## src/hw/rtl/mfd_pkg.sv

```systemverilog
// meter frame decoder: shared types and constants
// no dependencies; imported by every other source file

package mfd_pkg;

  localparam int unsigned FRAME_LEN      = 8;
  localparam int unsigned CURRENT_OFFSET = 3;
  localparam logic [31:0] COUNT_MID      = 32'h0100_0000;

  // range codes carried in frame byte 4
  localparam logic [7:0] RANGE_2V    = 8'd0;
  localparam logic [7:0] RANGE_200MV = 8'd1;
  localparam logic [7:0] RANGE_20MV  = 8'd2;

  // divisor 144888 / k, k = 100, 10, 1
  localparam int unsigned DIV_W       = 18;
  localparam logic [DIV_W-1:0] DIV_BASE = 18'd144888;
  localparam logic [DIV_W-2:0] DIV_HALF = 17'd72444;
  localparam logic [6:0]  K_2V        = 7'd100;
  localparam logic [6:0]  K_200MV     = 7'd10;
  localparam logic [6:0]  K_20MV      = 7'd1;

  // 144888 = 8 * 18111: reciprocal of the odd part, 36-bit shift
  localparam int unsigned DIV_ODD     = 18111;
  localparam int unsigned RECIP_SHIFT = 36;
  localparam int unsigned RECIP_W     = 22;
  localparam logic [RECIP_W-1:0] RECIP =
    RECIP_W'((64'd1 << RECIP_SHIFT) / DIV_ODD);

  localparam int unsigned SCALED_W = 49;
  localparam int unsigned COUNT_W  = 33;
  localparam logic [SCALED_W-1:0] SCALED_MAX_MAG = 49'h1_0000_0000_0000;

  typedef enum logic [1:0] {
    MODE_K100,
    MODE_K10,
    MODE_K1,
    MODE_RAW
  } scale_mode_t;

  typedef struct packed {
    logic       frame_ok;
    logic [7:0] adc_range;
    logic [7:0] range_index;
    logic       current_valid;
    logic [7:0] current_code;
  } mfd_side_t;

endpackage

```

## src/hw/rtl/meter_frame_decoder_top.sv

```systemverilog
// meter frame decoder top level: frame assembly, checksum and result packing
// depends on mfd_pkg and mfd_scale
//
// channel | dir | tdata (low bit first)                               | tuser
// in_     | in  | rx_byte[7:0]                                        | frame_start
// out_    | out | signed_count[32:0] scaled_volts[48:0] adc_range[7:0] | frame_ok
//         |     | range_index[7:0] current_valid current_code[7:0] pad |
//
// one byte per cycle while in_tready is high; out_tvalid rises once a frame's
// eighth byte is through 8 divider stages (two corrected reciprocal multiplies)
// reset clears the byte position and every pipeline valid; frame bytes are
// left as they are until written
// a stalled output holds its transfer, empty stages close up behind it, and
// in_tready falls only when every stage of the divider holds a result

module meter_frame_decoder_top
  import mfd_pkg::*;
#(
  parameter int unsigned FRAC_BITS = 16
) (
  input  logic         clk,
  input  logic         rst_n,
  input  logic         in_tvalid,
  output logic         in_tready,
  input  logic [7:0]   in_tdata,   // rx_byte[7:0]
  input  logic         in_tuser,   // frame_start
  output logic         out_tvalid,
  input  logic         out_tready,
  output logic [111:0] out_tdata,  // signed_count, scaled_volts, adc_range,
                                   // range_index, current_valid, current_code, zero pad
  output logic         out_tuser   // frame_ok
);

  logic [3:0] pos_r;
  logic [7:0] byte_r [7];
  logic [7:0] sum_r;

  logic       accept;
  logic [3:0] eff_pos;
  logic       store;
  logic       frame_done;
  logic       checksum_ok;
  logic [31:0] cnt;
  logic [31:0] mag;
  mfd_side_t  side;

  logic                       scl_ready;
  logic signed [COUNT_W-1:0]  scl_count;
  logic signed [SCALED_W-1:0] scl_scaled;
  mfd_side_t                  scl_side;

  assign accept  = in_tvalid && in_tready;
  // a start flag makes this byte frame byte zero
  assign eff_pos = in_tuser ? 4'd0 : pos_r;
  assign store   = accept && (eff_pos < 4'(FRAME_LEN - 1));
  assign frame_done = accept && (eff_pos == 4'(FRAME_LEN - 1));

  // running sum of bytes 0..6 against the complement of byte 7
  assign checksum_ok = (sum_r == ~in_tdata);

  // big-endian count, folded about the mid-scale point
  assign cnt = {byte_r[0], byte_r[1], byte_r[2], byte_r[3]};
  always_comb begin
    mag  = '0;
    side = '0;
    if (checksum_ok) begin
      mag = (cnt > COUNT_MID) ? cnt - COUNT_MID : COUNT_MID - cnt;
      side.frame_ok      = 1'b1;
      side.adc_range     = byte_r[4];
      side.range_index   = byte_r[5] - 8'd1;
      side.current_valid = byte_r[6] >= 8'(CURRENT_OFFSET);
      if (side.current_valid) begin
        side.current_code = byte_r[6] - 8'(CURRENT_OFFSET);
      end
    end
  end

  // byte position saturates at the frame length until the next start flag
  always_ff @(posedge clk) begin
    if (!rst_n) begin
      pos_r <= '0;
    end else if (accept) begin
      if (eff_pos < 4'(FRAME_LEN - 1)) begin
        pos_r <= eff_pos + 4'd1;
      end else begin
        pos_r <= 4'(FRAME_LEN);
      end
    end
  end

  always_ff @(posedge clk) begin
    if (store) begin
      byte_r[eff_pos[2:0]] <= in_tdata;
      sum_r <= (eff_pos == 4'd0) ? in_tdata : sum_r + in_tdata;
    end
  end

  mfd_scale #(
    .FRAC_BITS (FRAC_BITS)
  ) u_scale (
    .clk        (clk),
    .rst_n      (rst_n),
    .in_valid   (frame_done),
    .in_ready   (scl_ready),
    .in_mag     (mag),
    .in_side    (side),
    .out_valid  (out_tvalid),
    .out_ready  (out_tready),
    .out_count  (scl_count),
    .out_scaled (scl_scaled),
    .out_side   (scl_side)
  );

  // every byte waits on the first divider stage, so result order is kept
  assign in_tready = scl_ready;

  assign out_tdata = {5'd0, scl_side.current_code, scl_side.current_valid,
                      scl_side.range_index, scl_side.adc_range,
                      scl_scaled, scl_count};
  assign out_tuser = scl_side.frame_ok;

  // checks

  a_pos_range: assert property (@(posedge clk) disable iff (!rst_n)
    pos_r <= 4'(FRAME_LEN))
    else $error("byte position beyond frame length");

  a_reject_zero: assert property (@(posedge clk) disable iff (!rst_n)
    out_tvalid && !scl_side.frame_ok |->
      scl_count == '0 && scl_scaled == '0 && scl_side == '0)
    else $error("rejected frame carries non-zero fields");

  a_sign: assert property (@(posedge clk) disable iff (!rst_n)
    out_tvalid |-> (scl_scaled[SCALED_W-1] || scl_scaled == '0) &&
                   (scl_count[COUNT_W-1] || scl_count == '0))
    else $error("count or scaled value positive");

  a_current: assert property (@(posedge clk) disable iff (!rst_n)
    out_tvalid && !scl_side.current_valid |-> scl_side.current_code == '0)
    else $error("current code set without valid current");

endmodule

```

## src/hw/rtl/mfd_scale.sv

```systemverilog
// meter frame decoder: elastic pipeline that negates the count and scales it
// by the range divisor, or passes it unscaled for other range codes; depends on mfd_pkg

module mfd_scale
  import mfd_pkg::*;
#(
  parameter int unsigned FRAC_BITS = 16
) (
  input  logic                       clk,
  input  logic                       rst_n,
  input  logic                       in_valid,
  output logic                       in_ready,
  input  logic [31:0]                in_mag,
  input  mfd_side_t                  in_side,
  output logic                       out_valid,
  input  logic                       out_ready,
  output logic signed [COUNT_W-1:0]  out_count,
  output logic signed [SCALED_W-1:0] out_scaled,
  output mfd_side_t                  out_side
);

  localparam int unsigned NSTG   = 8;
  localparam int unsigned PROD_W = 39;
  localparam int unsigned QUO_W  = 22;
  localparam int unsigned REM_W  = DIV_W + 1;
  localparam int unsigned NUM_W  = DIV_W + 1 + FRAC_BITS;
  localparam int unsigned EST_W  = FRAC_BITS + 2;
  localparam int unsigned ZW     = NUM_W - 3;

  logic [NSTG-1:0] vld_r;
  logic [NSTG-1:0] rdy;
  logic [31:0]     mag_r  [NSTG];
  scale_mode_t     mode_r [NSTG];
  mfd_side_t       side_r [NSTG];

  logic [PROD_W-1:0] prod1_r, prod2_r;
  logic [QUO_W-1:0]  quo2_r, quo3_r, quo4_r, quo5_r, quo6_r;
  logic [REM_W-1:0]  rem3_r, rem6_r;
  logic [NUM_W-1:0]  num4_r, num5_r;
  logic [EST_W-1:0]  est5_r, est6_r;
  logic [SCALED_W-1:0] scaled7_r;

  scale_mode_t         mode0_nxt;
  logic [6:0]          kval;
  logic [PROD_W-1:0]   prod1_nxt;
  logic [57:0]         recip2_p;
  logic [QUO_W+DIV_W-1:0] diff3;
  logic                ge4;
  logic [REM_W-1:0]    rmd4;
  logic [NUM_W-1:0]    num4_nxt;
  logic [ZW+RECIP_W-1:0] recip5_p;
  logic [EST_W+DIV_W-1:0] diff6;
  logic [EST_W-1:0]    est7;
  logic [SCALED_W-1:0] qdiv7, q7;

  // ready ripples back from the output; a stage loads when it is free or the next is ready
  assign rdy[NSTG-1] = !vld_r[NSTG-1] || out_ready;
  for (genvar g = 0; g < NSTG - 1; g++) begin : g_rdy
    assign rdy[g] = !vld_r[g] || rdy[g+1];
  end
  assign in_ready = rdy[0];

  always_comb begin
    unique case (in_side.adc_range)
      RANGE_2V:    mode0_nxt = MODE_K100;
      RANGE_200MV: mode0_nxt = MODE_K10;
      RANGE_20MV:  mode0_nxt = MODE_K1;
      default:     mode0_nxt = MODE_RAW;
    endcase
  end

  always_comb begin
    unique case (mode_r[0])
      MODE_K100: kval = K_2V;
      MODE_K10:  kval = K_200MV;
      MODE_K1:   kval = K_20MV;
      MODE_RAW:  kval = K_20MV;
      default:   kval = K_20MV;
    endcase
  end

  always_comb begin
    prod1_nxt = {7'd0, mag_r[0]} * {32'd0, kval};
    // quotient estimate of prod / 144888, low by at most one
    recip2_p  = {22'd0, prod1_r[PROD_W-1:3]} * {36'd0, RECIP};
    diff3     = (QUO_W+DIV_W)'(prod2_r) - ({{DIV_W{1'b0}}, quo2_r} * {{QUO_W{1'b0}}, DIV_BASE});
    ge4       = rem3_r >= REM_W'(DIV_BASE);
    rmd4      = ge4 ? rem3_r - REM_W'(DIV_BASE) : rem3_r;
    num4_nxt  = NUM_W'({rmd4[DIV_W-1:0], {FRAC_BITS{1'b0}}}) + NUM_W'(DIV_HALF);
    recip5_p  = {{RECIP_W{1'b0}}, num4_r[NUM_W-1:3]} * {{ZW{1'b0}}, RECIP};
    diff6     = (EST_W+DIV_W)'(num5_r) -
                ({{DIV_W{1'b0}}, est5_r} * {{EST_W{1'b0}}, DIV_BASE});
    est7      = est6_r + EST_W'(rem6_r >= REM_W'(DIV_BASE));
    qdiv7     = SCALED_W'({quo6_r, {FRAC_BITS{1'b0}}}) + SCALED_W'(est7);
    q7        = (mode_r[6] == MODE_RAW) ? (SCALED_W'(mag_r[6]) << FRAC_BITS) : qdiv7;
    if (q7 > SCALED_MAX_MAG) begin
      q7 = SCALED_MAX_MAG;
    end
  end

  always_ff @(posedge clk) begin
    if (!rst_n) begin
      vld_r <= '0;
    end else begin
      if (rdy[0]) begin
        vld_r[0] <= in_valid;
      end
      for (int unsigned i = 1; i < NSTG; i++) begin
        if (rdy[i]) begin
          vld_r[i] <= vld_r[i-1];
        end
      end
    end
  end

  always_ff @(posedge clk) begin
    if (rdy[0]) begin
      mag_r[0]  <= in_mag;
      mode_r[0] <= mode0_nxt;
      side_r[0] <= in_side;
    end
    for (int unsigned i = 1; i < NSTG; i++) begin
      if (rdy[i]) begin
        mag_r[i]  <= mag_r[i-1];
        mode_r[i] <= mode_r[i-1];
        side_r[i] <= side_r[i-1];
      end
    end
    if (rdy[1]) begin
      prod1_r <= prod1_nxt;
    end
    if (rdy[2]) begin
      prod2_r <= prod1_r;
      quo2_r  <= recip2_p[RECIP_SHIFT+QUO_W-1:RECIP_SHIFT];
    end
    if (rdy[3]) begin
      quo3_r <= quo2_r;
      rem3_r <= diff3[REM_W-1:0];
    end
    if (rdy[4]) begin
      quo4_r <= quo3_r + QUO_W'(ge4);
      num4_r <= num4_nxt;
    end
    if (rdy[5]) begin
      quo5_r <= quo4_r;
      num5_r <= num4_r;
      est5_r <= recip5_p[RECIP_SHIFT+EST_W-1:RECIP_SHIFT];
    end
    if (rdy[6]) begin
      quo6_r <= quo5_r;
      est6_r <= est5_r;
      rem6_r <= diff6[REM_W-1:0];
    end
    if (rdy[7]) begin
      scaled7_r <= SCALED_W'(0) - q7;
    end
  end

  assign out_valid  = vld_r[NSTG-1];
  assign out_scaled = scaled7_r;
  assign out_count  = COUNT_W'(0) - COUNT_W'(mag_r[NSTG-1]);
  assign out_side   = side_r[NSTG-1];

endmodule

```

## config.mk

```make
export PLATFORM = sky130hd
export DESIGN_NAME = meter_frame_decoder_top
export DESIGN_NICKNAME = d
export VERILOG_FILES = /design/src/hw/rtl/mfd_pkg.sv /design/src/hw/rtl/meter_frame_decoder_top.sv /design/src/hw/rtl/mfd_scale.sv
export SDC_FILE = /design/constraint.sdc
export NUM_CORES = 2
export LEC_CHECK = 0
export ABC_CLOCK_PERIOD_IN_PS = 15300
export BUFFER_PORTS_ARGS = -buffer_cell sky130_fd_sc_hd__buf_2
export CORE_ASPECT_RATIO = 1.4
export CORE_UTILIZATION = 40
export DETAILED_ROUTE_END_ITERATION = 8
export SYNTH_ARGS = -nofsm -noshare
export SYNTH_HDL_FRONTEND = slang
export SYNTH_SLANG_ARGS = --single-unit
```

## constraint.sdc

```tcl
create_clock -name clk -period 15.3 [get_ports clk]
set_input_delay 0.765 -clock clk [delete_from_list [all_inputs] [get_ports clk]]
set_output_delay 0.765 -clock clk [all_outputs]
set_load 0.005 [all_outputs]
```

# ---- Word-level counts from Yosys, hierarchy flattened
# Memory sizes are Yosys's and may differ from the RTL's.
# Index checks and enable logic that the tools add are counted.
dict set report op_classes {
  bitwise_logic 1
  reduce_logical 23
  add_sub_neg 15
  eq_ne 8
  n_lt_le_gt_ge 6
  n_mux 30
  n_mul 5
}
# cell n
set ops {}
lappend ops {{49-bit 2-to-1 mux} 2}
lappend ops {{32-bit 2-to-1 mux} 2}
lappend ops {{36-bit by 21-bit multiplier with 57-bit output, second input constant} 1}
lappend ops {{32-bit by 21-bit multiplier with 53-bit output, second input constant} 1}
lappend ops {{49-bit greater-than comparator, second input constant} 1}
lappend ops {{1-bit by 49-bit subtractor with 49-bit output, first input constant} 1}
lappend ops {{38-bit by 18-bit adder with 39-bit output} 1}
lappend ops {{32-bit by 7-bit multiplier with 39-bit output} 1}
lappend ops {{19-bit by 18-bit >= comparator with 1-bit output, second input constant} 2}
lappend ops {{19-bit subtractor} 2}
lappend ops {{34-bit by 17-bit adder with 35-bit output, second input constant} 1}
lappend ops {{1-bit by 32-bit subtractor with 33-bit output, first input constant} 1}
lappend ops {{32-bit by 25-bit greater-than comparator with 1-bit output, second input constant} 1}
lappend ops {{25-bit by 32-bit subtractor with 32-bit output, first input constant} 1}
lappend ops {{32-bit by 25-bit subtractor with 32-bit output, second input constant} 1}
lappend ops {{26-bit 2-to-1 mux} 1}
lappend ops {{22-bit by 1-bit adder with 22-bit output} 1}
lappend ops {{22-bit by 15-bit multiplier with 16-bit output, second input constant} 1}
lappend ops {{7-bit one-hot mux with 3 select lines} 1}
lappend ops {{18-bit by 1-bit adder with 18-bit output} 1}
lappend ops {{18-bit by 15-bit multiplier with 16-bit output, second input constant} 1}
lappend ops {{1-bit 2-to-1 mux} 18}
lappend ops {{18-bit 2-to-1 mux} 1}
lappend ops {{18-bit subtractor, second input constant} 1}
lappend ops {{23 further kinds} 43}
dict set report totals {
  ram_bits 536
  reg_bits 365
  memories 4
}
# name depth width read_ports rd_clocked_by_memory_dff write_ports line_no
set mem_list {}
lappend mem_list {u_scale.mag_r 8 32 8 0 8 mfd_scale.sv:32} ;# logic [31:0] mag_r [NSTG];
lappend mem_list {u_scale.side_r 8 26 8 0 8 mfd_scale.sv:34} ;# mfd_side_t side_r [NSTG];
lappend mem_list {byte_r 7 8 7 0 1 meter_frame_decoder_top.sv:35} ;# logic [7:0] byte_r [7];
lappend mem_list {u_scale.mode_r 8 2 7 0 8 mfd_scale.sv:33} ;# scale_mode_t mode_r [NSTG];

# ---- Depth between registers and ports, before layout
dict set report logic_depth {
  ltp_word 13
  ltp_mapped 26
  ltp_nobuf 26
}

# ---- Hierarchy
# Synthesis repeated with hierarchy kept, for this count alone.
dict set report hier_totals {
  cells_unflattened 5051
  area_unflattened_um2 63676.1
}
# mod n_inst cells_each area_each_um2
set modules_own_cells {}
lappend modules_own_cells {mfd_scale 1 4647 59603.4}
lappend modules_own_cells {meter_frame_decoder_top 1 404 4072.7}

# ---- Least setup slack after synthesis
# Ideal clock, no wire load.
dict set report synth_path {
  kind {input to register}
  startpoint {input port out_tready}
  endpoint {memory byte_r[0][0], enable pin}
  path_buffers 0
  setup_ns 0.383
  setup_slack_ns 7.305
  arrival_ns 7.612
  t_required_ns 14.917
  cell_stages 10
  cell_sequence {nor2b_1 and2_1 inv_1 nor2_1 and3_1 nand2_1 nand2_1 a221oi_1 nand2_1 nor3_1}
}
dict set report synth_via {
  elab_chain_len 12
}
# element line_no
set synth_rtl {}
lappend synth_rtl {{start, declared} meter_frame_decoder_top.sv:28} ;# input logic out_tready,
lappend synth_rtl {{1-bit logical OR} mfd_scale.sv:57} ;# assign rdy[NSTG-1] = !vld_r[NSTG-1] || out_ready;
lappend synth_rtl {{1-bit logical OR} mfd_scale.sv:59} ;# assign rdy[g] = !vld_r[g] || rdy[g+1];
lappend synth_rtl {{named net u_scale.rdy[6]} mfd_scale.sv:31} ;# logic [NSTG-1:0] rdy;
lappend synth_rtl {{1-bit logical OR (6 in a row)} mfd_scale.sv:59}
lappend synth_rtl {{named net in_tready} meter_frame_decoder_top.sv:24} ;# output logic in_tready,
lappend synth_rtl {{1-bit logical AND} meter_frame_decoder_top.sv:52} ;# assign accept = in_tvalid && in_tready;
lappend synth_rtl {{1-bit logical AND} meter_frame_decoder_top.sv:55} ;# assign store = accept && (eff_pos < 4'(FRAME_LEN - 1));
lappend synth_rtl {{named net store} meter_frame_decoder_top.sv:40} ;# logic store;
lappend synth_rtl {{1-bit 2-to-1 mux} meter_frame_decoder_top.sv:92} ;# if (store) begin
lappend synth_rtl {{1-bit 2-to-1 mux (not written as such)} meter_frame_decoder_top.sv:93} ;# byte_r[eff_pos[2:0]] <= in_tdata;
lappend synth_rtl {{end, declared} meter_frame_decoder_top.sv:35}
# The timed path passes the listed nets, and every way through them passes these cells.

# ---- Worst setup path after layout
dict set report layout_path {
  startpoint {register u_scale.prod1_r[6]}
  endpoint {register u_scale.quo2_r[16], data pin}
}
dict set report layout_via {
  elab_chain_len 1
}
# element line_no
set layout_rtl {}
lappend layout_rtl {{start, declared} mfd_scale.sv:36} ;# logic [PROD_W-1:0] prod1_r, prod2_r;
lappend layout_rtl {{start signal, assigned} mfd_scale.sv:130} ;# prod1_r <= prod1_nxt;
lappend layout_rtl {{36-bit by 21-bit multiplier with 57-bit output} mfd_scale.sv:85} ;# recip2_p = {22'd0, prod1_r[PROD_W-1:3]} * {36'd0, RECIP};
lappend layout_rtl {{named net u_scale.recip2_p[52]} mfd_scale.sv:46} ;# logic [57:0] recip2_p;
lappend layout_rtl {{end signal, assigned} mfd_scale.sv:134} ;# quo2_r <= recip2_p[RECIP_SHIFT+QUO_W-1:RECIP_SHIFT];
lappend layout_rtl {{end, declared} mfd_scale.sv:37} ;# logic [QUO_W-1:0] quo2_r, quo3_r, quo4_r, quo5_r, quo6_r;
# The timed path passes the listed nets, and every way through them passes these cells.
# A chain may end at the register's enable or synchronous reset.

==> results.yml <==
sta:
  hold_ws_ns: 0.382
  worst_pin_slew_ns: 1.29
  setup_viol: 0
  hold_violations: 0
  relSlewSlack_pct: 13.6
  finalMaxSlewViolations: 0
  min_period_over_period_pct: 50.7
  finalSetupTns_ns: 0
  fin_ws_ns: 7.55
  rsz0062_at_grt: "false"
  fin_worst_skew_ns: 0.0511
  max_freq_mhz: 129
  min_period_ns: 7.75
worst_setup_path:
  critical_path_buf_inv_count: 4
  r2r_cells: 22
  path_common_cell: "fa_1"
  critical_path_class: "flop to flop"
  critPathTopFamily: "adder cells"
  cp_cell_sequence: "fa_1 > inv_1 > fa_1 > fa_1 > inv_1 > fa_1 > fa_1 > fa_1 > inv_1 > fa_1 > inv_1 > ha_1 > and3_1 > a22o_1 > a31oi_1 > nand4_1 > o21ai_0 > o211ai_1 > o311ai_0 > o211ai_1 > a21oi_1 > xnor2_1"
  critical_path_required_ns: 15.73
  r2r_end: "u_scale.quo2_r[16]$_DFFE_PP_"
  critPathMaxFanout: 9
  reg2reg_setup_slack_ns: 7.55
  endpoint_kind: "flop"
  worstReg2RegStart: "u_scale.prod1_r[6]$_DFFE_PP_"
  critPathLaunchType: "flop"
  cp_data_arrival_time_ns: 8.18
  worst_path_max_delay_cell: "o311ai_0"
  slowest_delay_ns: 0.72
yosys:
  synth_area_mm2: 0.0635
  syn_inst: 5055
  synth_seq_cells: 864
  ys_async_sr_fraction_pct: 0
  synth-seq-area-share_pct: 40.7
  synth_cell_types: 94
  postSynthAreaPerCell_um2: 12.6
  synth-edff-count: 852
  yosys_warnings: 0
  synthFlopType: "edfxtp_1"
layout:
  fillers: 14300
  final_layout_size_suffix_gt1_share_pct: 6.09
  diodes: 0
  final_core_util_pct: 44.1
  fin_nets: 6621
  multi_input_area_mm2: 0.0336
  seqCellArea_mm2: 0.0258
  area_growth_pct: 9.23
die:
  initial_core_util_pct: 40.4
  placementRows: 172
  die_width_um: 339
  die-area_mm2: 0.160
  ios: 128
  die_h_um: 473
  core_area_mm2: 0.157
routing:
  drt_iter0_drc: 1666
  first_pass_iters: 7
  vias_per_cell: 4.94
  ant_nets: 0
  num_vias: 36400
  wl_per_cell_um: 18.9
  remaining_drc_errors: 0
  routed_wl_um: 139000
clock_network:
  clockBufferDepth: 3
  postCtsSetupBuffers: 0
  clkSlewWorstSetupHoldPaths_ns: 0.07
  cts_made_buffers: 85
  ctsHtreeMaxLevel: 3
  cts_hold_buffers: 0
  cts_tree: "built"
  cts_resized: 0
  clock_sinks: 864
  insertion_delay_ns: 0.70
  cts-root-buf: "clkbuf_16"
placed_design:
  hpwl_um: 115000
  place_ws_ns: 7.52
  portBuffers: 122
  gp_congestion: 0.943
worst_hold_path:
  hp-class: "input pin to flop"
  hold_depth: 3
  holdCritStartpoint: "in_tvalid"
  hold_path_end: "u_scale.vld_r[0]$_SDFFE_PN0N_"
status:
  outcome: "complete, no violations"
global_routing:
  grt-ovfl-total: 0
  grt_max_degree: 83
  antenna_found_initial: 2
  grtUsageTotal_pct: 17.8
  grt_pass1_wl_um: 220000
  first_global_vias: 38900
run:
  maxCapViolations: 0
## metrics by stage
step	instance area (um2)	instances
5_1_grt	69400	7362
3_3_place_gp	66500	7206
2_1_floorplan	63500	5059
4_1_cts	69400	7362
6_report	69400	7362
3_5_place_dp	66500	7206
## flip-flops by register name, summed over array words and instances (netlist names)
register	cells
u_scale.num5_r	3
u_scale.est5_r	18
u_scale.quo6_r	22
byte_r	56
u_scale.side_r	208
u_scale.quo4_r	22
u_scale.quo3_r	22
pos_r	4
sum_r	8
u_scale.num4_r	19
u_scale.mode_r	14
u_scale.quo5_r	22
u_scale.rem6_r	16
u_scale.rem3_r	19
u_scale.out_scaled	49
u_scale.prod2_r	19
u_scale.est6_r	18
u_scale.mag_r	256
u_scale.vld_r	8
u_scale.prod1_r	39
u_scale.quo2_r	22
## worst register-to-register path, delay by kind of cell (launching register included)
family	cells	cell delay [ns]
AO/OA/AOI/OAI	7	2.00
XOR/XNOR	1	0.08
adder cells (fa/ha/maj)	8	4.18
buffers and inverters	4	0.25
flip-flops	1	0.62
AND/OR/NAND/NOR	2	0.38
## synthesized netlist by cell type, drive strengths merged, types with 61 or more instances
library cell	count	share of area, %
ha	708	14
and2	61	0.60
xor2	113	1.6
o21ai	100	0.80
nand2	227	1.3
a21oi	177	1.4
a21o	76	0.90
xnor2	231	3.2
edfxtp	852	40
nand3	68	0.54
nor2	193	1.1
inv	991	5.9
fa	695	22
## logic make-up after synthesis
family                   Yosys count  synth area share (%)
adder cells (fa/ha/maj)         1403                  35.9
buffers and inverters           1071                  6.53
other                              1               0.00590
AO/OA/AOI/OAI                    534                  5.41
multiplexers                       9                 0.154
AND/OR/NAND/NOR                  829                  6.63
flip-flops                       864                  40.7
XOR/XNOR                         344                  4.74
## final cells by class
| type | instances | share of cell area (%) |
|---|---|---|
| clock inverter | 54 | 0.994 |
| tap | 2088 | 3.77 |
| clock buffer | 102 | 3.16 |
| inverter | 992 | 5.38 |
| multi-input combinational | 3124 | 48.4 |
| timing repair buffer | 138 | 1.05 |
| sequential | 864 | 37.2 |
## placed cells by master (no fill, tap or decap), types with 10 or more instances in the layout
cell type and instances:
xnor2_1 231, buf_2 122, or3_1 35, nand4_1 29, fa_1 695, o211ai_1 10, nand2b_1 17, nand2_1 223
nor2b_1 24, clkinv_1 12, ha_1 708, o21bai_1 18, xor2_1 113, a31oi_1 22, dfxtp_1 12, a21o_1 76
clkbuf_16 85, edfxtp_1 852, and3_1 25, and2_1 60, nand3_1 66, o21a_1 17, o21ai_0 94, nor4_1 24
nor2_1 192, inv_1 986, buf_4 16, a21oi_1 176, nor3_1 59, a211oi_1 14, clkinv_2 11, nor3b_1 11
o31ai_1 13, clkbuf_1 17
## how the worst max path moves through the flow
stage | depth (start not counted) | startpoint | endpoint
after floorplan | 10 | out_tready | byte_r[0][0]$_DFFE_PP_
after global placement | 22 | u_scale.prod1_r[6]$_DFFE_PP_ | u_scale.quo2_r[16]$_DFFE_PP_
after detailed placement | 24 | u_scale.prod1_r[12]$_DFFE_PP_ | u_scale.quo2_r[16]$_DFFE_PP_
after CTS | 24 | u_scale.prod1_r[13]$_DFFE_PP_ | u_scale.quo2_r[16]$_DFFE_PP_
after global routing | 24 | u_scale.prod1_r[12]$_DFFE_PP_ | u_scale.quo2_r[16]$_DFFE_PP_
final | 22 | u_scale.prod1_r[6]$_DFFE_PP_ | u_scale.quo2_r[16]$_DFFE_PP_
## routing by layer
| layer | vias to the layer above | share of wire (%) | global-route usage (%) |
|---|---|---|---|
| li1 | 17200 | - | - |
| met1 | 18200 | 40 | 21.1 |
| met2 | 647 | 52 | 32.2 |
| met4 | 0 | 4.9 | 8.34 |
| met5 | - | 0 | 0 |
| met3 | 240 | 3.0 | 1.88 |
Power is not shown: default switching activity piles up to over one toggle a cycle in this logic, so the estimate is an artifact.
